File: config.mk
export PLATFORM = sky130hd
export DESIGN_NAME = tbss_clr
export DESIGN_NICKNAME = d
export VERILOG_FILES = /design/src/rtl/tbss_pkg.sv /design/src/rtl/tbss_clr.sv
export SDC_FILE = /design/constraint.sdc
export NUM_CORES = 1
export LEC_CHECK = 0
export ABC_AREA = 1
export BUFFER_PORTS_ARGS = -buffer_cell sky130_fd_sc_hd__buf_2
export CAP_MARGIN = 10
export CORE_MARGIN = 8
export CORE_UTILIZATION = 33
export CTS_BUF_LIST = sky130_fd_sc_hd__clkbuf_8
export DETAILED_ROUTE_END_ITERATION = 8
export SLEW_MARGIN = 10
export SYNTH_ARGS = -nofsm -noshare
export SYNTH_HDL_FRONTEND = slang
export SYNTH_SLANG_ARGS = --single-unit
File: constraint.sdc
create_clock -name clk -period 1.8 [get_ports clk]
set_clock_uncertainty 0.15 [all_clocks]
set_input_delay 0.36 -clock clk [delete_from_list [all_inputs] [get_ports clk]]
set_output_delay 0.36 -clock clk [all_outputs]
set_load 0.005 [all_outputs]
File: src/rtl/tbss_pkg.sv
// Shared types and constants for the triple buffer snapshot store.
// Used by tbss_clr, tbss_ctrl and the top module (not by tbss_ram); depends on nothing.
`timescale 1ns / 1ps

package tbss_pkg;

  localparam int SLOTS       = 256;
  localparam int SLOT_BITS   = 64;
  localparam int READER_BITS = 16;
  localparam int SLOT_AW     = (SLOTS > 1) ? $clog2(SLOTS) : 1;
  localparam int CAP_W       = 9;
  localparam int FUNC_W      = 3;
  localparam int IDX_W       = 8;
  localparam int EPOCH_W     = 64;
  localparam int DATA_W      = 64;

  localparam logic [CAP_W-1:0] CAP_RESET = 9'd256;

  typedef enum logic [FUNC_W-1:0] {
    FN_PUBLISH    = 3'd0,
    FN_READ_BEGIN = 3'd1,
    FN_READ_END   = 3'd2,
    FN_READ_SLOT  = 3'd3,
    FN_WRITE_SLOT = 3'd4
  } func_t;

  typedef enum logic [1:0] {
    COPY_0 = 2'd0,
    COPY_1 = 2'd1,
    COPY_2 = 2'd2
  } copy_t;

  typedef enum logic [1:0] {
    ST_CLEAR = 2'b01,
    ST_RUN   = 2'b10
  } clr_state_t;

  // Memory request issued on the accept edge of a request.
  typedef struct packed {
    logic                 we;
    copy_t                wcopy;
    logic                 re;
    logic [SLOT_AW-1:0]   addr;
    logic [SLOT_BITS-1:0] wdata;
  } mem_req_t;

  // Which copy feeds read_data in the result cycle.
  typedef struct packed {
    logic  valid;
    copy_t copy;
  } rsel_t;

endpackage

File: src/rtl/tbss_clr.sv
// Post-reset clearing sequencer: sweeps every slot address once.
// Depends on tbss_pkg.
`timescale 1ns / 1ps

module tbss_clr
  import tbss_pkg::*;
(
  input  logic               clk,
  input  logic               rst,
  output logic               clearing,
  output logic [SLOT_AW-1:0] clr_addr
);

  clr_state_t         state, state_next;
  logic [SLOT_AW-1:0] addr_next;

  always_comb begin
    state_next = state;
    addr_next  = clr_addr;
    unique case (state)
      ST_CLEAR: begin
        addr_next = clr_addr + SLOT_AW'(1);
        if (clr_addr == SLOT_AW'(SLOTS - 1)) begin
          state_next = ST_RUN;
        end
      end
      ST_RUN: begin
        addr_next = clr_addr;
      end
      default: begin
        state_next = ST_CLEAR;
        addr_next  = '0;
      end
    endcase
  end

  always_ff @(posedge clk) begin
    if (rst) begin
      state    <= ST_CLEAR;
      clr_addr <= '0;
    end else begin
      state    <= state_next;
      clr_addr <= addr_next;
    end
  end

  assign clearing = (state != ST_RUN);

endmodule

# After elaboration in Yosys (flattened, before gate mapping)
# Cells that the tools add are included.
word_totals:
  ff_bits: 10
  in_bits: 2
  out_inout_bits: 9
  wordCells: 13
classes:
  addsub: 1
  eq_ne: 5
  n_mux: 3
  bitwise: 1
  n_reduce_logical: 1
ops:
  columns: ["operator", "count"]
  rows:
  - ["case mux 8 bit (2 select lines)", 1]
  - ["adder 8 x 1 -> 8 bit, second input constant", 1]
  - ["== test 8 bit, second input constant", 1]
  - ["inequality test 2 bit, second input constant", 2]
  - ["case mux 2 bit (2 select lines)", 1]
  - ["== test 2 x 1 -> 1 bit, second input constant", 1]
  - ["== test 2 bit, second input constant", 1]
  - ["2-to-1 mux 2 bit", 1]
  - ["AND reduction 2 bit", 1]
  - ["inverter 1 bit", 1]

# Longest topological paths before layout
# Gate-level depths: netlist of run 1.
depth:
  word_depth: 3
  depth_mapped: 7
  depth_no_buf: 7

# Least setup slack after synthesis of run 1
# Ideal clock, no wire load.
synth_path:
  path_type: "register to register"
  from: "reg clr_addr[0]"
  to: "reg state[0]"
  setup_ns: 0.121
  arrival_time_ns: 0.991
  required_ns: 1.529
  path_slack_ns: 0.538
  stages_incl_launch_ff: 7
  path_buffers: 0
  period_less_slack_ns: 1.262
  path_cell_list: "dfxtp_1 -> ha_1 -> nand3_2 -> nor2_2 -> nand4_1 -> nand2_1 -> nand2_2"
synth_between:
  elab_chain_len: 3
synth_lines:
  columns: ["item", "line", "text"]
  rows:
  - ["start: declaration", "tbss_clr.sv:11", "output logic [SLOT_AW-1:0] clr_addr"]
  - ["start signal: assignment", "tbss_clr.sv:43", "clr_addr <= addr_next;"]
  - ["== test 8 bit", "tbss_clr.sv:23", "if (clr_addr == SLOT_AW'(SLOTS - 1)) begin"]
  - ["inequality test 2 bit (no source line)", null, null]
  - ["AND reduction 2 bit (no source line)", null, null]
  - ["end signal: assignment", "tbss_clr.sv:42", "state <= state_next;"]
  - ["end: declaration", "tbss_clr.sv:14", "clr_state_t state, state_next;"]
# Every way passes these cells.
# A chain may end at the register's enable or synchronous reset.

# Worst setup path in the final report of run 1
layout_path:
  from: "reg state[0]"
  to: "out clearing"
layout_between:
  elab_chain_len: 1
layout_lines:
  columns: ["item", "line", "text"]
  rows:
  - ["inequality test 2 bit", "tbss_clr.sv:47", "assign clearing = (state != ST_RUN);"]
  - ["end: declaration", "tbss_clr.sv:10", "output logic clearing,"]
# Every way passes these cells.

==> summary.md, run 1 <==
| Metric | Value |
|---|---|
| Status | `finished, final reports clean` |
| Vias in the first global route | `418` |
| Final setup fails | `0` |
| Root buf cell | `clkbuf_8` |
| Layout area overhead | `22.8%` |
| Slew headroom | `0.837` |
| Worst-skew pair later-pin latency | `roughly 0.24 ns` |
| Total Routing Usage GR | `0.0849` |
| Min-Delay Path Class | `input pin to register` |
| Buffers on Ports | `10` |
| Synthesized net count | `between 70 and 80` |
| Combinational power share | `0.043` |
| Setup Buffers After CTS | `0` |
| Final Cycle Share | `0.791` |
| Slowest cell on the critical path | `dfxtp_1` |
| Number of cell rows | `14` |
| 1st-iter DRT viols | `7` |
| GR Overflow Total | `0` |
| Arrival time at the worst endpoint | `0.91 ns` |
| Top-count cell post-synth | `nand2_1` |
| Synth unique cells | `16` |
| CTS tree | `yes` |
| Area leader, netlist | `dfxtp_1` |
| Setup TNS | `0 ns` |
| Peak supply drop | `between 0.0003 and 0.0004 V` |
| Cell chain of the critical path | `inv_1 > nand2_1 > buf_2` |
| DRT Pass-1 Iters | `4` |
| Syn Inst Count | `69` |
| Pre-CTS setup slack | `between 0.4 and 0.5 ns` |
| Max cap viols | `0` |
| Least-Margin Pin Slew | `between 0.2 and 0.25 ns` |
| Synth top cells by count | `21 x nand2_1, 10 x dfxtp_1, 8 x inv_1, 7 x a21oi_1, 6 x o21ai_0` |
| Switch share | `0.214` |
| # hold bufs at CTS | `0` |
| Max clock buf depth | `2` |
| HPWL after DPL | `about 810 um` |
| Clock power share | `0.474` |
| Post-synth EDFFs | `0` |
| Drt drc | `0` |
| Diode count | `0` |
| RD Place Congestion | `around 0.84` |
| Sequential cell fraction of total power | `0.482` |
| CP Capture Type | `primary output` |
| DR vias | `485` |
| Met2 usage in global routing | `0.126` |
| Worst Setup Start Kind | `register` |
| GR peak layer | `met2` |
| GR Util met3 | `0.0272` |
| Die height | `~54 um` |
| Crit Path Max Fanout | `5` |
| Die area | `between 2000 and 3000 um2` |
| Post-synthesis sequential area ratio | `0.410` |
| Critical path class | `register to primary output` |
| Syn Area/Cell | `a little over 7 um2` |
| Final instance area | `599 um2` |
| CTS clock-pin slew for the worst setup and hold paths | `0.05 ns` |
| Routed WL | `1070 um` |
| Wire per inst | `approximately 11 um` |
| Ys flop type | `dfxtp_1` |
| Slew Viols, Final | `0` |
| Antenna violations before repair | `0` |
| Final hold vios | `0` |
| Fraction of registers with async set/reset | `0` |
| Placed Area | `around 560 um2` |
| CP max stage delay | `about 0.29 ns` |
| Cell area power density | `approximately 810 nW/um2` |
| Clk sinks | `10` |
| Final WS setup | `0.377 ns` |
| RSZ-0062 raised after global routing | `false` |
| Synthesized area | `between 400 and 500 um2` |
| Switch Pwr | `between 0.1 and 0.15 mW` |
| Routed Antenna Nets | `0` |
| Total CTS buffers | `3` |
| Core area | `1440 um2` |
| Hold WS | `0.152 ns` |
| Achievable frequency | `about 700 MHz` |
| H-tree depth | `1` |
| Yosys reg bits | `10` |
| Io pins | `11` |
| Minimum clock period | `~1.4 ns` |
| Met1 Resource Use GR | `0.0912` |
| Synth area leaders | `dfxtp_1 41%, nand2_1 16%, a21oi_1 7.2%` |
| Largest net degree at the start of global routing | `11` |
| Worst Path Required | `1.29 ns` |
| Area share of the largest cell type after synthesis | `0.410` |
| Int Power | `0.384 mW` |
| Synth warn | `0` |
| Cts repair resizes | `0` |
| Fraction of layout cells with a size suffix above 1 | `0.232` |
| Overall power | `0.488 mW` |
| Nets@finish | `slightly below 90` |
| First-pass GRT wire length | `approximately 1800 um` |
| Starting Density | `0.340` |
| Via-to-Cell Ratio | `a little under 5` |
| Die X | `about 54 um` |
| Pleak | `~0.31 nW` |
==> cell usage in the layout (no fill, tap or decap) <==
cell type	synthesis	routed
inv_1	8	8
inv_2	1	1
buf_2	0	10
a21o_2	1	1
a21oi_1	7	7
clkbuf_8	0	3
ha_1	1	1
nor2_4	1	1
dfxtp_1	10	10
nor2_1	2	2
nor2_2	1	1
o21ai_0	6	6
o21bai_1	2	2
nand4_1	2	2
nand2_1	21	21
nand3_1	4	4
nand2_2	1	1
nand3_2	1	1
==> final cells by class <==
| type | instances | area (um2) |
|---|---|---|
| fill | 154 | 837 |
| inverter | 9 | 33.8 |
| multi-input combinational | 50 | 254 |
| tap | 16 | 20.0 |
| sequential | 10 | 200 |
| timing repair buffer | 10 | 50.0 |
| clock buffer | 3 | 41.3 |
==> routing by layer <==
layer | wire length (um) | vias up
li1 | - | 253
met1 | 507 | 218
met2 | 485 | 11
met3 | 52 | 3
met4 | 27 | 0
met5 | 0 | -
==> final timing paths <==
| path | endpoint | startpoint | cells past startpoint | slack, ns |
|---|---|---|---|---|
| worst max-delay path | clearing | state[0] | 3 | 0.38 |
| worst min-delay path | clr_addr[5] | rst | 2 | 0.15 |
| worst max register to register | state[0] | clr_addr[0] | 6 | 0.47 |
| worst min register to register | clr_addr[5] | clr_addr[5] | 2 | 0.35 |
==> power by group through the flow <==
stage	Combinational, mW	Clock (mW)	Sequential [mW]
CTS	0.0217	0.240	0.235
detailed placement	0.0216	0	0.239
floorplan	0.0113	0	0.239
global placement	0.0218	0	0.239
global route	0.0239	0.249	0.236
finish	0.0212	0.231	0.235
==> registers in the layout (all words and copies together), names as in the netlist <==
| signal | count |
|---|---|
| clr_addr | 8 |
| state | 2 |
==> metrics by stage <==
step / utilization / instances
detailed placement: 0.389 / 95
global placement: 0.389 / 95
finish: 0.417 / 98
global route: 0.417 / 98
floorplan: - / 69
CTS: 0.417 / 98
==> critical path: cells and delay by family (launching register included) <==
kind          cells  cell delay [ns]
simple gates      1             0.13
flops             1             0.29
buf+inv           2             0.26
==> cell families (layout without fill, tap and decap cells) <==
logic type,count (synthesis),count (layout),share of synthesized area
simple gates,33,33,0.313
compound gates,16,16,0.182
flops,10,10,0.410
buf+inv,9,22,0.0692
fa+ha+maj,1,1,0.0256
(Power assumes the default switching activity.)
==> run 2, diff against run 1 <==
==> constraint.sdc (replaced) <==
create_clock -name clk -period 1.3 [get_ports clk]
set_clock_uncertainty 0.15 [all_clocks]
set_input_delay 0.26 -clock clk [delete_from_list [all_inputs] [get_ports clk]]
set_output_delay 0.26 -clock clk [all_outputs]
set_load 0.005 [all_outputs]
==> run 2 against run 1 <==
Effect of this change:
- clock power up 38%
- critical path depth fell by 1
- register-to-register slack worse by 0.40 ns
- critical path type unchanged
- critical endpoint is now clr_addr[0]
==> summary.md, run 2 (same netlist as run 1, synthesis figures left out) <==
| Metric | Value |
|---|---|
| Status | `finished, final reports clean (unchanged)` |
| Setup TNS | `0 ns (unchanged)` |
| Max clock buf depth | `2 (unchanged)` |
| Utilization after layout | `0.459 (was 0.417)` |
| Min-Delay Path Class | `input pin to register (unchanged)` |
| RSZ-0062 raised after global routing | `true (was false)` |
| Via-to-Cell Ratio | `5.02 (was 4.95)` |
| Routed Antenna Nets | `0 (unchanged)` |
| First-pass GRT wire length | `1910 um (was 1770 um)` |
| Final WS setup | `0.0405 ns (was 0.377 ns)` |
| Pleak | `0.329 nW (was 0.313 nW)` |
| Most frequent cells in the layout | `20 x nand2_1, 10 x buf_2, 7 x inv_1, 7 x a21oi_1 (was 21 x nand2_1, 10 x dfxtp_1, 10 x buf_2, 8 x inv_1, 7 x a21oi_1)` |
| Antenna violations before repair | `0 (unchanged)` |
| Layout area overhead | `35.1% (was 22.8%)` |
| Final instance area | `659 um2 (was 599 um2)` |
| Total Routing Usage GR | `0.0920 (was 0.0849)` |
| Crit Path Max Fanout | `4 (was 5)` |
| Max cap viols | `0 (unchanged)` |
| DR vias | `507 (was 485)` |
| Minimum clock period | `1.26 ns` |
| Vias in the first global route | `438 (was 418)` |
| Worst-skew pair later-pin latency | `0.24 ns (about the same)` |
| GR Overflow Total | `0 (unchanged)` |
| Total CTS buffers | `3 (unchanged)` |
| HPWL after DPL | `858 um (was 806 um)` |
| Placed Area | `581 um2 (was 558 um2)` |
| Slew headroom | `0.828 (was 0.837)` |
| Final Cycle Share | `0.969` |
| Die height | `54.5 um (unchanged)` |
| # hold bufs at CTS | `0 (unchanged)` |
| Top Registers | `clr_addr x8, state x2 (unchanged)` |
| Diode count | `0 (unchanged)` |
| Core area | `1440 um2 (unchanged)` |
| Critical path startpoint | `clr_addr[0] (was state[0])` |
| DRT Pass-1 Iters | `5 (was 4)` |
| R2R Setup Slk | `0.07 ns (was 0.47 ns)` |
| Buffers on Ports | `10 (unchanged)` |
| Starting Density | `0.340 (unchanged)` |
| Routed WL | `1220 um (was 1070 um)` |
| Least-Margin Pin Slew | `0.257 ns (was 0.243 ns)` |
| Reg2Reg Launch Point | `clr_addr[1] (was clr_addr[0])` |
| CTS clock-pin slew for the worst setup and hold paths | `0.05 ns (about the same)` |
| Arrival time at the worst endpoint | `0.85 ns (was 0.91 ns)` |
| Final hold vios | `0 (unchanged)` |
| CTS tree | `yes (unchanged)` |
| Max reg flops | `8 (unchanged)` |
| Peak supply drop | `0.000517 V (was 0.000395 V)` |
| Top reg by flops | `clr_addr (unchanged)` |
| Wire per inst | `12.0 um (was 10.9 um)` |
| Most common cell after layout, fill and taps aside | `nand2_1 (unchanged)` |
| Hold Path Origin | `rst (unchanged)` |
| Io pins | `11 (unchanged)` |
| 1st-iter DRT viols | `14 (was 7)` |
| Fraction of layout cells with a size suffix above 1 | `0.341 (was 0.232)` |
| Hold WS | `0.0471 ns (was 0.152 ns)` |
| CP Capture Type | `primary output (unchanged)` |
| RD Place Congestion | `0.811 (was 0.845)` |
| Die area | `2970 um2 (unchanged)` |
| Slew Viols, Final | `0 (unchanged)` |
| Clk sinks | `10 (unchanged)` |
| Achievable frequency | `a little under 800 MHz` |
| Nets@finish | `90 (was 87)` |
| Drt drc | `0 (unchanged)` |
| Final setup fails | `0 (unchanged)` |
| Setup Buffers After CTS | `0 (unchanged)` |
| Number of cell rows | `14 (unchanged)` |
| Largest net degree at the start of global routing | `11 (unchanged)` |
| Worst Path Required | `0.89 ns (was 1.29 ns)` |
| Worst Setup Start Kind | `register (unchanged)` |
| Cell area power density | `1060 nW/um2 (was 814 nW/um2)` |
| Pre-CTS setup slack | `-0.00235 ns (was 0.484 ns)` |
| Die X | `54.5 um (unchanged)` |
| H-tree depth | `1 (unchanged)` |
| Critical path class | `register to primary output (unchanged)` |
| Root buf cell | `clkbuf_8 (unchanged)` |
==> run 2: changes by cell type in the layout (fill, tap and decap cells not counted), sizes merged <==
cell | before | now
buf | 10 | 13
==> run 2: path summary, 6_finish.rpt <==
kind	to	cells after the start
max	clr_addr[0]	2
min reg2reg	clr_addr[5]	2
min	clr_addr[1]	2
max reg2reg	state[0]	6
==> run 2: final cells by class <==
type / count / area, um2
fill: 148 / 777
timing repair buffer: 13 / 72.6
sequential: 10 / 210
tap: 16 / 20.0
multi-input combinational: 50 / 282
inverter: 9 / 33.8
clock buffer: 3 / 41.3
==> run 2: what timing repair did <==
| action | in CTS | in global routing |
|---|---|---|
| resized for setup | 3 | 9 |
| pin swaps | 0 | 4 |
| endpoints found under the setup margin | 2 | 6 |
==> run 2: where the power goes <==
part           internal, mW  total (mW)  switching [mW]
combinational        0.0269      0.0504          0.0235
clock                 0.202       0.319           0.117
sequential            0.316       0.328          0.0120
total                 0.545       0.697           0.153
==> run 2: per-layer routing <==
metal,GRT usage,wire (um),part of all wire,vias to the layer above
li1,-,-,-,260
met1,0.105,561,0.46,229
met2,0.139,562,0.46,15
met3,0.0272,67,0.055,3
met4,0.0738,24,0.020,0
met5,0,0,0,-
==> run 2: critical path: stages, from the launching register on <==
cell and delay, ns:
dfxtp_4 0.36, buf_4 0.14, buf_2 0.12
==> run 2: through the flow <==
stage               cells  total power, mW
floorplan              69            0.347
global placement       98            0.372
detailed placement     98            0.372
CTS                   101            0.695
global route          101            0.729
finish                101            0.697
==> run 3, diff against run 2 <==
--- a/config.mk
+++ b/config.mk
@@ -8,10 +8,10 @@
 export ABC_AREA = 1
 export BUFFER_PORTS_ARGS = -buffer_cell sky130_fd_sc_hd__buf_2
 export CAP_MARGIN = 10
-export CORE_MARGIN = 8
-export CORE_UTILIZATION = 33
+export CORE_AREA = 8 8 45 47
 export CTS_BUF_LIST = sky130_fd_sc_hd__clkbuf_8
 export DETAILED_ROUTE_END_ITERATION = 8
+export DIE_AREA = 0 0 53 55
 export SLEW_MARGIN = 10
 export SYNTH_ARGS = -nofsm -noshare
 export SYNTH_HDL_FRONTEND = slang
==> run 3 against run 2 <==
Effect of this change:
- die area shrank 1.7%
- critical endpoint unchanged
- register-to-register slack about the same
- core utilization rose by 3.3 points
- largest cell class unchanged
- via count rose by 2.2%
- fmax is 0.12% lower
- final cell count up 3.0%
==> summary.md, run 3 (same netlist as run 1, synthesis figures left out) <==
| Metric | Value |
|---|---|
| DRT Pass-1 Iters | `4 (was 5)` |
| Final hold vios | `0 (unchanged)` |
| Status | `finished, final reports clean (unchanged)` |
| Combinational power share | `0.069 (was 0.072)` |
| Pleak | `0.361 nW (was 0.329 nW)` |
| Slowest cell on the critical path | `dfxtp_4 (unchanged)` |
| GR peak layer | `met2 (unchanged)` |
| Die area | `2920 um2 (was 2970 um2)` |
| Peak supply drop | `0.000589 V (was 0.000517 V)` |
| Antenna violations before repair | `0 (unchanged)` |
| Met1 Resource Use GR | `0.113 (was 0.105)` |
| Slew headroom | `0.851 (was 0.828)` |
| Max cap viols | `0 (unchanged)` |
| Cell chain of the critical path | `buf_4 > buf_2 (unchanged)` |
| Root buf cell | `clkbuf_8 (unchanged)` |
| Crit Path Max Fanout | `5 (was 4)` |
| Number of cell rows | `14 (unchanged)` |
| Minimum clock period | `1.26 ns (about the same)` |
| Die height | `55 um (was 54.5 um)` |
| Slew Viols, Final | `0 (unchanged)` |
| Sequential cell area | `208 um2 (was 210 um2)` |
| Critical path class | `register to primary output (unchanged)` |
| Layout area overhead | `39.5% (was 35.1%)` |
| Worst-skew pair later-pin latency | `0.24 ns (about the same)` |
| CP Capture Type | `primary output (unchanged)` |
| Clk sinks | `10 (unchanged)` |
| Min-Delay Path Class | `input pin to register (unchanged)` |
| Starting Density | `0.353 (was 0.340)` |
| Switch share | `0.220 (was 0.219)` |
| RD Place Congestion | `0.834 (was 0.811)` |
| Multi-input logic area | `277 um2 (was 282 um2)` |
| CTS clock-pin slew for the worst setup and hold paths | `0.05 ns (about the same)` |
| Vias in the first global route | `499 (was 438)` |
| DR vias | `518 (was 507)` |
| CTS tree | `yes (unchanged)` |
| Int Power | `0.613 mW (was 0.545 mW)` |
| Total Routing Usage GR | `0.102 (was 0.0920)` |
| First-pass GRT wire length | `2130 um (was 1910 um)` |
| Sequential cell fraction of total power | `0.414 (was 0.470)` |
| Total CTS buffers | `3 (unchanged)` |
| Arrival time at the worst endpoint | `0.85 ns (about the same)` |
| Hold WS | `0.0342 ns (was 0.0471 ns)` |
| Met2 usage in global routing | `0.154 (was 0.139)` |
| Most frequent cells in the layout | `20 x nand2_1, 10 x buf_2, 7 x inv_1, 7 x a21oi_1, 6 x dfxtp_1 (was 20 x nand2_1, 10 x buf_2, 7 x inv_1, 7 x a21oi_1)` |
| Final setup fails | `0 (unchanged)` |
| Final Cycle Share | `0.970 (was 0.969)` |
| Worst Path Required | `0.89 ns (about the same)` |
| Die X | `53 um (was 54.5 um)` |
| Cell area power density | `1160 nW/um2 (was 1060 nW/um2)` |
| Top reg by flops | `clr_addr (unchanged)` |
| R2R Setup Slk | `0.08 ns (was 0.07 ns)` |
| Fraction of layout cells with a size suffix above 1 | `0.375 (was 0.341)` |
| Clock power share | `0.517 (was 0.458)` |
| Hold worst-path end | `clr_addr[1] (unchanged)` |
| CP max stage delay | `0.36 ns (about the same)` |
| Drt drc | `0 (unchanged)` |
| Most common cell after layout, fill and taps aside | `nand2_1 (unchanged)` |
| Max clock buf depth | `2 (unchanged)` |
| Via-to-Cell Ratio | `4.98 (was 5.02)` |
| Reg2Reg Launch Point | `clr_addr[1] (unchanged)` |
| Fillcell total | `144 (was 148)` |
| Buffers on Ports | `10 (unchanged)` |
| Worst Hold Depth | `2 (unchanged)` |
| Top Registers | `clr_addr x8, state x2 (unchanged)` |
| Routed WL | `1260 um (was 1220 um)` |
| End of the worst register-to-register path | `clr_addr[5] (was state[0])` |
| Largest net degree at the start of global routing | `11 (unchanged)` |
| Diode count | `0 (unchanged)` |
| Wire per inst | `12.2 um (was 12.0 um)` |
| HPWL after DPL | `898 um (was 858 um)` |
| Hold Path Origin | `rst (unchanged)` |
| 1st-iter DRT viols | `16 (was 14)` |
| Core area | `1380 um2 (was 1440 um2)` |
| Io pins | `11 (unchanged)` |
| Routed Antenna Nets | `0 (unchanged)` |
| R2R depth | `6 (unchanged)` |
| Utilization after layout | `0.492 (was 0.459)` |
| Achievable frequency | `793 MHz (was 794 MHz)` |
| GR Overflow Total | `0 (unchanged)` |
| Worst Setup Start Kind | `register (unchanged)` |
| Max reg flops | `8 (unchanged)` |
| GR Util met3 | `0.0401 (was 0.0272)` |
| H-tree depth | `1 (unchanged)` |
| Setup Buffers After CTS | `0 (unchanged)` |
| Switch Pwr | `0.173 mW (was 0.153 mW)` |
| Nets@finish | `92 (was 90)` |
| Least-Margin Pin Slew | `0.224 ns (was 0.257 ns)` |
[run 3: layout make-up]
type / instances / share of cell area
clock buffer: 4 / 0.0809
inverter: 9 / 0.0496
multi-input combinational: 50 / 0.406
timing repair buffer: 15 / 0.129
sequential: 10 / 0.305
tap: 16 / 0.0294
[run 3: worst max-delay path by stage]
stage,startpoint,to,slack (ns),cells after the start
finish,clr_addr[0],clr_addr[0],0.04,2
CTS,clr_addr[3],clr_addr[3],0.002,1
detailed placement,clr_addr[0],state[0],-0.002,6
global placement,clr_addr[1],clr_addr[5],0.01,6
global route,clr_addr[0],state[0],-0.002,6
floorplan,clr_addr[0],state[0],0.04,6
[run 3: worst max-delay path: cells and delay by family, from the launching register on]
| family | cells | cell delay [ns] |
|---|---|---|
| DFF | 1 | 0.36 |
| buffers and inverters | 2 | 0.26 |
[run 3: stage by stage]
stage / total power [mW] / cell area, um2 / setup slack, ns / setup TNS (ns) / cells
after floorplan: 0.347 / 488 / 0.0377 / 0 / 69
after global placement: 0.380 / 596 / 0.0127 / 0 / 100
after detailed placement: 0.379 / 596 / -0.00221 / -0.00221 / 100
after CTS: 0.792 / 657 / 0.00219 / 0 / 104
after global routing: 0.818 / 681 / -0.00209 / -0.00294 / 104
final: 0.786 / 681 / 0.0390 / 0 / 104
[run 3: timing repair]
action	4_1_cts	5_1_grt
hold buffers	0	0
resized for setup	4	8
setup endpoints to repair	2	8
pin swaps	0	1
[run 3: per-layer routing]
metal / part of all wire / routed length (um)
met5: 0 / 0
met2: 0.46 / 578
met1: 0.47 / 592
met4: 0.030 / 38
met3: 0.043 / 54
[run 3: power groups by stage]
stage               logic (mW)  clock network, mW  registers, mW
finish                  0.0543              0.407          0.325
global route            0.0628              0.429          0.326
CTS                     0.0523              0.417          0.322
detailed placement      0.0516                  0          0.328
global placement        0.0514                  0          0.328
floorplan               0.0156                  0          0.331
