**config.mk**
```make
export PLATFORM = sky130hd
export DESIGN_NAME = tbss_ctrl
export DESIGN_NICKNAME = d
export VERILOG_FILES = /design/src/rtl/tbss_pkg.sv /design/src/rtl/tbss_ctrl.sv
export SDC_FILE = /design/constraint.sdc
export NUM_CORES = 1
export LEC_CHECK = 0
export BUFFER_PORTS_ARGS = -buffer_cell sky130_fd_sc_hd__buf_4
export CAP_MARGIN = 20
export CELL_PAD_IN_SITES_DETAIL_PLACEMENT = 0
export CELL_PAD_IN_SITES_GLOBAL_PLACEMENT = 1
export CORE_ASPECT_RATIO = 0.75
export CORE_MARGIN = 2
export CORE_UTILIZATION = 30
export CTS_CLUSTER_DIAMETER = 60
export DETAILED_ROUTE_END_ITERATION = 12
export GPL_ROUTABILITY_DRIVEN = 1
export HOLD_SLACK_MARGIN = 0.05
export PLACE_DENSITY_LB_ADDON = 0.1
export SLEW_MARGIN = 15
export SYNTH_ARGS = -nofsm -noshare
export SYNTH_HDL_FRONTEND = slang
export SYNTH_SLANG_ARGS = --single-unit
```
**constraint.sdc**
```tcl
create_clock -name clk -period 3.95 [get_ports clk]
set_input_delay 0.395 -clock clk [delete_from_list [all_inputs] [get_ports clk]]
set_output_delay 0.395 -clock clk [all_outputs]
set_load 0.01 [all_outputs]
```
**src/rtl/tbss_pkg.sv**
```systemverilog
// Shared types and constants for the triple buffer snapshot store.
// Used by tbss_clr, tbss_ctrl and the top module (not by tbss_ram); depends on nothing.
`timescale 1ns / 1ps

package tbss_pkg;

  localparam int SLOTS       = 256;
  localparam int SLOT_BITS   = 64;
  localparam int READER_BITS = 16;
  localparam int SLOT_AW     = (SLOTS > 1) ? $clog2(SLOTS) : 1;
  localparam int CAP_W       = 9;
  localparam int FUNC_W      = 3;
  localparam int IDX_W       = 8;
  localparam int EPOCH_W     = 64;
  localparam int DATA_W      = 64;

  localparam logic [CAP_W-1:0] CAP_RESET = 9'd256;

  typedef enum logic [FUNC_W-1:0] {
    FN_PUBLISH    = 3'd0,
    FN_READ_BEGIN = 3'd1,
    FN_READ_END   = 3'd2,
    FN_READ_SLOT  = 3'd3,
    FN_WRITE_SLOT = 3'd4
  } func_t;

  typedef enum logic [1:0] {
    COPY_0 = 2'd0,
    COPY_1 = 2'd1,
    COPY_2 = 2'd2
  } copy_t;

  typedef enum logic [1:0] {
    ST_CLEAR = 2'b01,
    ST_RUN   = 2'b10
  } clr_state_t;

  // Memory request issued on the accept edge of a request.
  typedef struct packed {
    logic                 we;
    copy_t                wcopy;
    logic                 re;
    logic [SLOT_AW-1:0]   addr;
    logic [SLOT_BITS-1:0] wdata;
  } mem_req_t;

  // Which copy feeds read_data in the result cycle.
  typedef struct packed {
    logic  valid;
    copy_t copy;
  } rsel_t;

endpackage

```
**src/rtl/tbss_ctrl.sv**
```systemverilog
// Request decode, copy/epoch/reader bookkeeping and result registers.
// Depends on tbss_pkg.
`timescale 1ns / 1ps

module tbss_ctrl
  import tbss_pkg::*;
(
  input  logic                 clk,
  input  logic                 rst,
  input  logic                 accept,
  input  logic [FUNC_W-1:0]    func,
  input  logic [IDX_W-1:0]     slot_addr,
  input  logic [DATA_W-1:0]    slot_data,
  input  logic                 cfg_we,
  input  logic [CAP_W-1:0]     cfg_wdata,
  output mem_req_t             mreq,
  output rsel_t                rsel,
  output logic                 done,
  output logic                 ok,
  output logic [EPOCH_W-1:0]   epoch_value
);

  localparam logic [READER_BITS-1:0] READER_MAX = '1;

  copy_t                  wc, rc, wc_next, rc_next, wc_inc;
  logic [EPOCH_W-1:0]     epoch, epoch_next, epoch_inc;
  logic [READER_BITS-1:0] readers, readers_next;
  logic [CAP_W-1:0]       cap;
  logic                   idx_ok;
  logic                   ok_next;
  logic [EPOCH_W-1:0]     epoch_out_next;
  logic                   rd_hit;

  always_comb begin
    unique case (wc)
      COPY_0:  wc_inc = COPY_1;
      COPY_1:  wc_inc = COPY_2;
      default: wc_inc = COPY_0;
    endcase
  end

  assign epoch_inc = epoch + EPOCH_W'(1);
  assign idx_ok    = ({1'b0, slot_addr} < cap) && ({24'd0, slot_addr} < 32'(SLOTS));

  always_comb begin
    wc_next        = wc;
    rc_next        = rc;
    epoch_next     = epoch;
    readers_next   = readers;
    ok_next        = 1'b0;
    epoch_out_next = '0;
    rd_hit         = 1'b0;
    mreq.we        = 1'b0;
    mreq.wcopy     = wc;
    mreq.re        = 1'b0;
    mreq.addr      = SLOT_AW'(slot_addr);
    mreq.wdata     = slot_data[SLOT_BITS-1:0];
    unique case (func_t'(func))
      FN_PUBLISH: begin
        // refuse while any reader holds the read copy
        if (readers == '0) begin
          wc_next        = wc_inc;
          rc_next        = wc;
          epoch_next     = epoch_inc;
          epoch_out_next = epoch_inc;
          ok_next        = 1'b1;
        end
      end
      FN_READ_BEGIN: begin
        if (readers != READER_MAX) begin
          readers_next = readers + READER_BITS'(1);
        end
        epoch_out_next = epoch;
        ok_next        = 1'b1;
      end
      FN_READ_END: begin
        if (readers != '0) begin
          readers_next = readers - READER_BITS'(1);
        end
        ok_next = 1'b1;
      end
      FN_READ_SLOT: begin
        rd_hit  = idx_ok;
        mreq.re = idx_ok & accept;
        ok_next = idx_ok;
      end
      FN_WRITE_SLOT: begin
        mreq.we = idx_ok & accept;
        ok_next = idx_ok;
      end
      default: begin
        ok_next = 1'b0;
      end
    endcase
  end

  always_ff @(posedge clk) begin
    if (rst) begin
      wc      <= COPY_0;
      rc      <= COPY_0;
      epoch   <= '0;
      readers <= '0;
      done    <= 1'b0;
      rsel    <= '0;
    end else begin
      done       <= accept;
      rsel.valid <= accept & rd_hit;
      if (accept) begin
        wc        <= wc_next;
        rc        <= rc_next;
        epoch     <= epoch_next;
        readers   <= readers_next;
        rsel.copy <= rc;
      end
    end
  end

  // capacity register is writable at any time, including during the clear sweep
  always_ff @(posedge clk) begin
    if (rst) begin
      cap <= CAP_RESET;
    end else if (cfg_we) begin
      cap <= cfg_wdata;
    end
  end

  always_ff @(posedge clk) begin
    if (accept) begin
      ok          <= ok_next;
      epoch_value <= epoch_out_next;
    end
  end

endmodule

```
# ---- Word level (Yosys, flattened, before mapping)
# Index checks and enable logic that the tools add are counted.
dict set report word_totals {
  regBits 162
  latchBits 0
  mem_bits_rw 0
  romBits 0
  n_memories 0
}
dict set report op_classes {
  addsub 3
  n_mul 0
  div 0
  n_lt_le_gt_ge 1
  n_eq_ne 8
  shift 0
  muxes 11
  bitwise 2
  n_reduce_logical 9
}
# op n
set ops {}
lappend ops {{$pmux 64 s2} 1}
lappend ops {{$add 64x1->64 const B} 1}
lappend ops {{$mux 64} 1}
lappend ops {{$mux 16} 2}
lappend ops {{$pmux 16 s2} 1}
lappend ops {{$add 16x1->16 const B} 1}
lappend ops {{$logic_not 16->1} 1}
lappend ops {{$ne 16x16->1 const B} 1}
lappend ops {{$reduce_bool 16->1} 1}
lappend ops {{$sub 16x1->16 const B} 1}
lappend ops {{$lt 8x9->1} 1}
lappend ops {{$eq 3x2->1 const B} 2}
lappend ops {{$mux 1} 4}
lappend ops {{$ne 2x2->1 const B} 2}
lappend ops {{$pmux 2 s2} 1}
lappend ops {{$reduce_and 4->1} 1}
lappend ops {{$reduce_or 2->1} 2}
lappend ops {{$eq 3x1->1 const B} 1}
lappend ops {{$eq 3x3->1 const B} 1}
lappend ops {{$logic_not 3->1} 1}
lappend ops {{$pmux 1 s3} 1}
lappend ops {{$reduce_and 3->1} 1}
lappend ops {{$and 1x1->1} 2}
lappend ops {{$eq 2x1->1 const B} 1}
lappend ops {{other kinds (2)} 2}

# ---- Logic depth before layout (Yosys ltp)
# Gate-level depths: netlist of the first run.
dict set report logic_depth {
  ltp_word 3
  ltp_mapped 9
  mapped_depth_nobuf 8
}

# ---- Worst setup path after synthesis of the first run
# Ideal clock, no wire load.
dict set report synth_timing {
  path_type {input port to flip-flop}
  startpoint {input func[2]}
  endpoint {register readers[15]}
  setup_ns 0.070
  arrival_ns 3.609
  t_required_ns 3.880
  slack_ns 0.271
  cell_stages 9
  path_cell_list {clkbuf_1 > nor3b_1 > ha_1 > a211o_1 > a211oi_1 > nor3b_1 > o31a_1 > or4_1 > a21oi_1}
}
dict set report synth_via {
  elab_chain_len 3
}
# item line
set synth_rtl {}
lappend synth_rtl {{start, declared} tbss_ctrl.sv:11} ;# input logic [FUNC_W-1:0] func,
lappend synth_rtl {{$eq 3x2->1 or $eq 3x1->1 (tied branches)} tbss_ctrl.sv:58} ;# unique case (func_t'(func))
lappend synth_rtl {{$ne 2x2->1 (no line) or $reduce_bool 2->1 (tied branches)} -}
lappend synth_rtl {{$reduce_and 4->1 (no line)} -}
lappend synth_rtl {{end signal, assigned} tbss_ctrl.sv:112} ;# readers <= readers_next;
lappend synth_rtl {{end, declared} tbss_ctrl.sv:27} ;# logic [READER_BITS-1:0] readers, readers_next;
# Several ways; a longest one is shown, not always the timed one.
# A chain may end at the register's enable or synchronous reset.

==> results of run 1 <==
[Yosys cell counts (all sizes together), types with 3 or more instances]
master  count  share of area
a211oi      6         0.0047
a21o        9         0.0071
a21oi      63          0.033
a31oi      33          0.022
a41oi       3         0.0028
and2       15         0.0099
and3       20          0.013
and4       12          0.011
buf        99          0.071
clkbuf     44          0.017
dfxtp      97           0.20
edfxtp     65           0.21
ha         22          0.029
inv        20         0.0079
mux2        4         0.0047
mux2i      16          0.017
nand2      75          0.031
nand3      45          0.029
nand3b      5         0.0040
nand4      45          0.030
nor2       99          0.039
nor2b       6         0.0040
nor3       21          0.012
nor3b       4         0.0032
nor4       16          0.015
nor4b       3         0.0028
o211ai      3         0.0024
o21a        3         0.0024
o21ai      81          0.043
o31ai      21          0.017
o41ai       7         0.0065
or2         3         0.0020
or3        17          0.011
or4         7         0.0059
xnor2      17          0.016
xor2       41          0.038
[sequential cells by signal (all words and copies together) (netlist names)]
register,count
ok,1
done,1
epoch,64
wc,2
cap,9
rc,2
rsel,3
readers,16
epoch_value,64
[cell families after synthesis]
family                     after synthesis  synth area share
AOI/OAI and AO/OA                      250             0.159
xor gates and xnor gates                58            0.0535
adders and majority gates               23            0.0311
buffers and inverters                  164            0.0968
DFF                                    162             0.410
muxes                                   20            0.0216
and+or+nand+nor                        397             0.227
[placed cells by master (no fill, tap or decap), types with 4 or more instances in the layout]
cell,Yosys,routed
a211oi_1,6,6
a21o_1,9,9
a21oi_1,63,63
a31oi_1,33,33
and2_1,14,14
and3_1,20,19
and4_1,12,12
buf_4,75,124
clkbuf_16,0,17
clkinv_4,0,4
dfxtp_1,97,97
edfxtp_1,65,65
ha_1,22,22
inv_1,20,20
mux2_2,4,4
mux2i_1,16,16
nand2_1,73,72
nand3_1,39,39
nand3b_1,5,5
nand4_1,44,44
nor2_1,99,99
nor2b_1,6,6
nor3_1,19,18
nor4_1,13,12
o21ai_0,81,81
o31ai_1,21,21
o41ai_1,7,7
or3_1,17,17
or4_1,6,6
xnor2_1,17,17
xor2_1,41,41
[per-layer routing]
metal,up-vias,part of all wire,track usage
met5,-,0,0
met4,0,0.0062,0.0337
met3,13,0.043,0.0399
met2,156,0.42,0.247
met1,3706,0.53,0.257
li1,3868,-,-
[metrics by stage]
step                      hold slack (ps)  utilization
after floorplan                       436            -
after detailed placement              458        0.325
after global placement                448        0.325
after CTS                             174        0.344
after global routing                  178        0.345
final                                 193        0.345
[tightest hold or removal path, stage by stage]
cell and delay, ps:
buf_4 80, mux2i_1 50, nor2_1 70
[layout make-up]
class,count,area share
clock buffers,19,0.0403
well taps,406,0.0473
inverters,21,0.00733
clock inverters,13,0.0150
multi-input cells,748,0.437
flip-flops and latches,162,0.362
repair buffers,126,0.0903
[path summary, 6_finish.rpt]
| path | depth (start not counted) | startpoint | slack (ps) | end |
|---|---|---|---|---|
| worst max register to register | 8 | epoch[31]$_SDFFE_PP0P_ | 1050 | epoch[60]$_SDFFE_PP0P_ |
| worst max-delay path | 9 | cap[1]$_SDFFE_PP0P_ | 980 | mreq[75] |
| worst min-delay path | 3 | cfg_wdata[3] | 190 | cap[3]$_SDFFE_PP0P_ |
| worst min register to register | 2 | rc[0]$_SDFFE_PP0P_ | 470 | rc[0]$_SDFFE_PP0P_ |
[power by group through the flow]
stage               sequential, mW  combinational, mW  clock [mW]
floorplan                     1.85              0.215           0
global placement              1.84              0.324           0
detailed placement            1.83              0.323           0
CTS                           1.80              0.324        1.78
global route                  1.80              0.353        1.85
finish                        1.80              0.318        1.72
==> flow_metrics.py, run 1 <==
metrics = {
    "route": {
        "vias": 7743,
        "routed_wl_um": 27800,
        "wl_per_cell_um": 18.6,
        "ant_nets": 0,
        "drc_errors": 0,
        "dr.pass1.iters": 5,
        "routed_via_density": 5.18,
        "dr.first_iter.drc_count": 466,
    },
    "sta": {
        "slew_headroom": 0.406,
        "fin_ws_ps": 978,
        "fmaxAchievable_mhz": 336,
        "slew_viol_final": 0,
        "min_period_over_period": 0.752,
        "rsz0062_at_grt": "false",
        "hold_viol_final": 0,
        "period_needed_ps": 2970,
        "tns_ps": 0,
        "fin_worst_skew_ps": 8.60,
        "finalSetupViolCount": 0,
        "tightest_slew_ps": 891,
    },
    "critical_path": {
        "crit_type": "reg2out",
        "cpLargestDelayFamily": "compound AO/OA/AOI/OAI gates",
        "cp_slowest_cell": "a2111oi_0",
        "required_ps": 3560,
        "crit_chain": "inv_1, ha_1, a21oi_1, o21ai_0, a2111oi_0, buf_4, o21ai_0, nor4_1, buf_4",
        "cp-start-kind": "register",
        "crit_fanout": 3,
        "crit_arrival_ps": 2580,
        "critPathMaxStageDelay_ps": 500,
        "crit_buf_inv": 3,
        "end_kind": "output port",
    },
    "status": {
        "outcome": "completed",
    },
    "cts": {
        "numCtsBuffers": 17,
        "ctsLongestPathBuffers": 2,
        "cts_tree": "done",
        "clk_latency_ps": 430,
        "cts-root-buf": "clkbuf_16",
        "postCtsHoldBufs": 0,
        "h-tree-depth": 4,
        "clock-sinks": 162,
        "clkTransAtPathRegs_ps": 70,
        "cts_resized": 0,
        "post_cts_buffers": 0,
    },
    "cells_and_area": {
        "nNetsFinal": 1187,
        "antenna_cells": 0,
        "fillers": 3211,
        "final_area_um2": 10700,
        "regArea_um2": 3890,
        "multiInputGateArea_um2": 4700,
        "drive_gt1_frac": 0.169,
        "synthToLayoutAreaGrowth_pct": 13.3,
        "fin_cells": 1495,
    },
    "placed_design": {
        "placed_area_um2": 10100,
        "place_ws_ps": 981,
        "dp_hpwl_um": 18500,
        "place.port_buffers": 104,
        "dp_cells": 1463,
        "place.gp.congestion": 0.758,
    },
    "pwr": {
        "p_clk_frac": 0.448,
        "comb_power_share": 0.083,
        "p_leak_nw": 3.91,
        "power.density_nw_per_um2": 356,
        "power_frac_seq": 0.469,
        "irDropWorstVdd_v": 0.000266,
        "switchingPower_uw": 935,
        "swShare": 0.244,
        "p_int_mw": 2.89,
        "p_total_mw": 3.83,
    },
    "synth": {
        "synth_seq_cells": 162,
        "yosysWarningCount": 0,
        "ys_seq_area_frac": 0.410,
        "syn-num-nets": 1185,
        "synth_cell_types": 66,
        "synth_edf_count": 65,
        "async_flop_share": 0,
        "avgSynthCellArea_um2": 8.83,
        "ys.flop_type": "dfxtp_1",
        "syn_area_um2": 9490,
        "syn_inst": 1074,
    },
    "floorplanning": {
        "initial_core_util": 0.304,
        "core_um2": 31200,
        "die_y_um": 158,
        "die_x_um": 209,
        "die_area_um2": 33100,
        "core.rowCount": 56,
        "ios": 233,
    },
    "global_routing": {
        "antenna_found_initial": 0,
        "grt_pass1_wl_um": 43700,
        "grt_usage": 0.171,
        "grt_max_degree": 71,
        "grt_pass1_vias": 7234,
        "grt_remaining_overflow": 0,
    },
    "hold_path": {
        "min_path_type": "in2reg",
    },
    "flow_run": {
        "drv_cap": 0,
    },
}
Power figures use the tool's default switching activity.
==> inputs of run 2 (changes only) <==
ABC_AREA = 1   (was unset)
clock period = 2.8 ns   (was 3.95 ns; I/O delays follow)
==> run 2 against run 1 <==
Against the previous run:
- sequential cell count unchanged
- sequential share of layout area down 2.4 points
- via count increased by 18%
- total power is 49% higher
- register-to-register slack worse by 470 ps
- largest cell class unchanged
==> flow_metrics.py, run 2 <==
metrics = {
    "pwr": {
        "switchingPower_mw": 1.60,
        "p_leak_nw": 4.69,
        "p_int_mw": 4.10,
        "power_frac_seq": 0.466,
        "comb_power_share": 0.113,
        "swShare": 0.281,
        "p_total_mw": 5.70,
        "p_clk_frac": 0.421,
        "irDropWorstVdd_v": 0.000239,
        "power.density_nw_per_um2": 495,
    },
    "cells_and_area": {
        "antenna_cells": 0,
        "drive_gt1_frac": 0.130,
        "final_cell_mix": "436 x nand2_1, 199 x nor2_1, 152 x inv_1",
        "nNetsFinal": 1611,
        "reg_top3": "epoch: 64 flops, epoch_value: 64 flops, readers: 16 flops",
        "final_area_um2": 11500,
        "synthToLayoutAreaGrowth_pct": 13.9,
        "layout_commonest_cell": "nand2_1",
    },
    "critical_path": {
        "crit_buf_inv": 2,
        "crit_arrival_ps": 1970,
        "crit_type": "reg2out",
        "cp_slowest_cell": "dfxtp_1",
        "required_ps": 2520,
        "cp-start-kind": "register",
        "crit_chain": "inv_1, ha_1, a21oi_1, nor2_1, a21oi_1, nand4_1, nor3_1, buf_4",
        "crit_path_start": "cap[6]$_SDFFE_PP0P_",
        "end_kind": "output port",
        "crit_fanout": 3,
        "cpLargestDelayFamily": "simple AND/OR/NAND/NOR gates",
        "critPathMaxStageDelay_ps": 310,
        "r2r_start": "readers[7]$_SDFFE_PP0P_",
        "cp_common_cell": "a21oi_1",
    },
    "sta": {
        "hold_viol_final": 0,
        "slew_headroom": 0.567,
        "slew_viol_final": 0,
        "fmaxAchievable_mhz": 444,
        "fin_worst_skew_ps": 23.9,
        "timing.hold.ws_ps": 118,
        "tns_ps": 0,
        "min_period_over_period": 0.804,
        "period_needed_ps": 2250,
        "finalSetupViolCount": 0,
        "tightest_slew_ps": 649,
        "rsz0062_at_grt": "false",
    },
    "global_routing": {
        "grt_remaining_overflow": 0,
        "grt_pass1_wl_um": 51900,
        "grt_usage": 0.196,
        "antenna_found_initial": 0,
        "grt_pass1_vias": 8379,
        "grt_max_degree": 62,
    },
    "route": {
        "ant_nets": 0,
        "dr.pass1.iters": 7,
        "dr.first_iter.drc_count": 561,
        "routed_wl_um": 34300,
        "routed_via_density": 4.66,
        "wl_per_cell_um": 17.5,
        "drc_errors": 0,
        "vias": 9140,
    },
    "synth": {
        "syn-num-nets": 1577,
        "yosys.area.top_type": "edfxtp_1",
        "syn_inst": 1466,
        "ys.flop_type": "dfxtp_1",
        "synth_cell_types": 38,
        "ys_seq_area_frac": 0.385,
        "netlist.area_leader.share": 0.193,
        "avgSynthCellArea_um2": 6.89,
        "yosysWarningCount": 0,
        "yosys-top-cells-area": "edfxtp_1 19%, dfxtp_1 19%, nand2_1 16%",
        "synth.most_common_cell": "nand2_1",
        "synth_seq_cells": 162,
        "synthTopCellsByCount": "436 x nand2_1, 199 x nor2_1, 152 x inv_1",
        "syn_area_um2": 10100,
        "synth_edf_count": 65,
        "async_flop_share": 0,
    },
    "hold_path": {
        "min_path_type": "in2reg",
        "worstHoldStart": "cfg_wdata[6]",
    },
    "floorplanning": {
        "ios": 233,
        "core_um2": 33400,
        "die_area_um2": 35200,
        "die_y_um": 163,
        "core.rowCount": 58,
        "die_x_um": 216,
        "initial_core_util": 0.303,
    },
    "cts": {
        "ctsLongestPathBuffers": 2,
        "cts-root-buf": "clkbuf_16",
        "clkTransAtPathRegs_ps": 70,
        "post_cts_buffers": 0,
        "clock-sinks": 162,
        "clk_latency_ps": 450,
        "h-tree-depth": 4,
        "cts_tree": "done",
        "postCtsHoldBufs": 2,
        "cts_resized": 0,
        "numCtsBuffers": 17,
    },
    "placed_design": {
        "dp_hpwl_um": 25700,
        "place.gp.congestion": 0.855,
        "placed_area_um2": 10900,
        "place.port_buffers": 104,
    },
    "flow_run": {
        "drv_cap": 0,
    },
    "status": {
        "outcome": "completed",
    },
}
==> run 2: worst register-to-register path, cell delays in order, from the launching register on <==
cell and delay [ps]:
dfxtp_1 350, nor2_1 150, nand3_1 100, nor2_2 300, nand3_4 290, inv_4 130, nand2_2 230, buf_12 270
o21ai_0 230, nor2_1 60
==> run 2: metal layers <==
metal / vias to the layer above / share of wire / GRT usage
met1: 4131 / 0.56 / 0.319
met3: 24 / 0.055 / 0.0355
li1: 4704 / - / -
met4: 0 / 0.0062 / 0.0336
met2: 281 / 0.38 / 0.265
met5: - / 0 / 0
==> run 2: cells by family (layout without fill, tap and decap cells) <==
| family | Yosys count | count (layout) | synth area share |
|---|---|---|---|
| and+or+nand+nor | 771 | 771 | 0.316 |
| buffers and inverters | 270 | 317 | 0.133 |
| DFF | 162 | 162 | 0.385 |
| adders and majority gates | 23 | 23 | 0.0292 |
| AOI/OAI and AO/OA | 204 | 204 | 0.105 |
| xor gates and xnor gates | 36 | 36 | 0.0312 |
==> run 2: power groups by stage <==
stage                     Combinational (mW)  Clock (mW)  Sequential, mW
final                                  0.643        2.40            2.66
after global routing                   0.725        2.55            2.67
after CTS                              0.650        2.47            2.66
after detailed placement               0.645           0            2.71
after global placement                 0.645           0            2.71
after floorplan                        0.464           0            2.70
==> run 2: area by class of cell <==
| cell class | instances | area, µm² |
|---|---|---|
| timing repair buffer | 127 | 996 |
| fill | 3679 | 21900 |
| sequential | 162 | 3890 |
| inverter | 158 | 596 |
| clock buffer | 21 | 503 |
| tap | 450 | 563 |
| multi-input combinational | 1034 | 4870 |
| clock inverter | 11 | 85.1 |
==> run 2: path summary, 6_finish.rpt <==
path / to / slack, ps / cells past startpoint
max reg2reg: epoch[3]$_SDFFE_PP0P_ / 580 / 9
min: cap[6]$_SDFFE_PP0P_ / 120 / 3
max: mreq[75] / 550 / 8
min reg2reg: cap[4]$_SDFFE_PP0P_ / 460 / 2
==> run 2: metrics by stage <==
| stage | util | instances | worst slack, ps |
|---|---|---|---|
| after floorplan | - | 1466 | 807 |
| after global placement | 0.326 | 1929 | 567 |
| after detailed placement | 0.326 | 1929 | 494 |
| after CTS | 0.345 | 1963 | 482 |
| after global routing | 0.345 | 1963 | 350 |
| final | 0.345 | 1963 | 550 |
==> inputs of run 3 (changes only) <==
clock period = 2.1 ns   (was 2.8 ns; I/O delays follow)
==> run 3 against run 2 <==
Against the previous run:
- the flow now finishes with violations (setup timing)
- cell count grew 3.0%
- sequential share of layout area fell by 1.8 points
- sequential power grew 33%
- final area is 6.2% higher
- setup slack worse by 580 ps
- sequential cell count unchanged
==> flow_metrics.py, run 3 (same netlist as run 2, synthesis figures left out) <==
metrics = {
    "critical_path": {
        "crit_type": "reg2out",
        "crit_arrival_ps": 1920,
        "rr_worst_depth": 11,
        "end_kind": "output port",
        "crit_fanout": 2,
        "cp-start-kind": "register",
        "required_ps": 1890,
    },
    "route": {
        "ant_nets": 0,
        "dr.pass1.iters": 5,
        "dr.first_iter.drc_count": 611,
        "vias": 9365,
        "routed_via_density": 4.63,
        "drc_errors": 0,
        "wl_per_cell_um": 17.3,
        "routed_wl_um": 34900,
    },
    "sta": {
        "period_needed_ps": 2130,
        "hold_viol_final": 0,
        "slew_viol_final": 0,
        "slew_headroom": 0.548,
        "rsz0062_at_grt": "true",
        "tightest_slew_ps": 678,
        "fin_ws_ps": -31.6,
        "fmaxAchievable_mhz": 469,
        "finalSetupViolCount": 2,
        "min_period_over_period": 1.02,
        "fin_worst_skew_ps": 12.1,
    },
    "cells_and_area": {
        "final_cell_mix": "431 x nand2_1, 187 x nor2_1, 169 x buf_4",
        "drive_gt1_frac": 0.191,
        "reg_top3": "epoch: 64 flops, epoch_value: 64 flops, readers: 16 flops",
        "fillers": 3598,
        "multiInputGateArea_um2": 5040,
        "nNetsFinal": 1670,
        "fin_cells": 2022,
        "antenna_cells": 0,
        "post-route-util": 0.366,
        "synthToLayoutAreaGrowth_pct": 21.0,
        "layout_commonest_cell": "nand2_1",
        "regArea_um2": 3920,
    },
    "status": {
        "outcome": "complete, but fails checks",
        "violations": "setup timing",
    },
    "cts": {
        "cts-root-buf": "clkbuf_16",
        "clkTransAtPathRegs_ps": 80,
        "clock-sinks": 162,
        "numCtsBuffers": 17,
        "ctsLongestPathBuffers": 2,
        "cts_tree": "done",
        "clk_latency_ps": 440,
        "h-tree-depth": 4,
    },
    "floorplanning": {
        "ios": 233,
        "core_um2": 33400,
        "die_y_um": 163,
        "die_x_um": 216,
        "initial_core_util": 0.303,
        "die_area_um2": 35200,
        "core.rowCount": 58,
    },
    "global_routing": {
        "grt_pass1_wl_um": 52700,
        "grt_max_degree": 64,
        "antenna_found_initial": 0,
        "grt_remaining_overflow": 0,
        "grt_pass1_vias": 8617,
        "grt_usage": 0.199,
    },
    "hold_path": {
        "min_path_type": "in2reg",
        "whs_path_depth": 3,
    },
    "pwr": {
        "switchingPower_mw": 2.17,
        "p_clk_frac": 0.409,
        "irDropWorstVdd_v": 0.000477,
        "p_int_mw": 5.47,
        "p_leak_nw": 5.04,
        "swShare": 0.284,
        "power.density_nw_per_um2": 625,
        "power_frac_seq": 0.465,
        "comb_power_share": 0.126,
    },
    "placed_design": {
        "dp_hpwl_um": 26100,
        "dp_cells": 1977,
        "place.gp.congestion": 0.853,
        "place.port_buffers": 104,
    },
    "flow_run": {
        "drv_cap": 0,
    },
}
## run 3: metal layers
metal,wire length [µm],track usage
met3,1890,0.0390
met5,0,0
met2,13700,0.275
met1,19100,0.316
met4,227,0.0302
## run 3: area by class of cell
cell class / instances / share of cell area
multi-input cells: 1034 / 0.412
flip-flops and latches: 162 / 0.320
repair buffers: 186 / 0.126
inverters: 158 / 0.0487
well taps: 450 / 0.0461
clock buffers: 19 / 0.0389
clock inverters: 13 / 0.00788
## run 3: final timing paths
check	startpoint	endpoint	slack [ps]
max	cap[4]$_SDFFE_PP0P_	mreq[75]	-30
min	cfg_wdata[5]	cap[5]$_SDFFE_PP0P_	70
max reg2reg	epoch[16]$_SDFFE_PP0P_	epoch_value[40]$_DFFE_PP_	160
min reg2reg	cap[3]$_SDFFE_PP0P_	cap[3]$_SDFFE_PP0P_	450
## run 3: metrics by stage
step | setup TNS, ps | instance area, µm² | power, mW | setup slack [ps] | hold WS, ps
floorplan | 0 | 10100 | 4.21 | 177 | 310
global placement | 0 | 11300 | 4.53 | 24.9 | 420
detailed placement | 0 | 11300 | 4.53 | 30.6 | 420
CTS | -73.5 | 12000 | 7.69 | -73.5 | 56.4
global route | -217 | 12200 | 7.96 | -122 | 74.4
finish | -40.7 | 12200 | 7.64 | -31.6 | 67.7
## run 3: repair_timing
item | 4_1_cts | 5_1_grt
pin swaps | 5 | 9
resized for setup | 8 | 54
hold buffers | 7 | 0
endpoints found under the setup margin | 3 | 62
setup buffers | 0 | 6
hold endpoints to repair | 6 | 0
## run 3: critical path: stages (launching register included)
cell and delay [ps]:
dfxtp_1 300, inv_1 100, ha_4 210, a21oi_1 130, o21ai_1 80, nand2_1 80, nand4_1 170, nor3_2 260
buf_4 150
## run 3: power groups by stage
stage | Clock [mW] | Sequential, mW | Combinational [mW]
6_report | 3.13 | 3.55 | 0.962
5_1_grt | 3.32 | 3.57 | 1.08
3_5_place_dp | 0 | 3.61 | 0.917
4_1_cts | 3.20 | 3.54 | 0.942
3_3_place_gp | 0 | 3.61 | 0.919
2_1_floorplan | 0 | 3.59 | 0.619
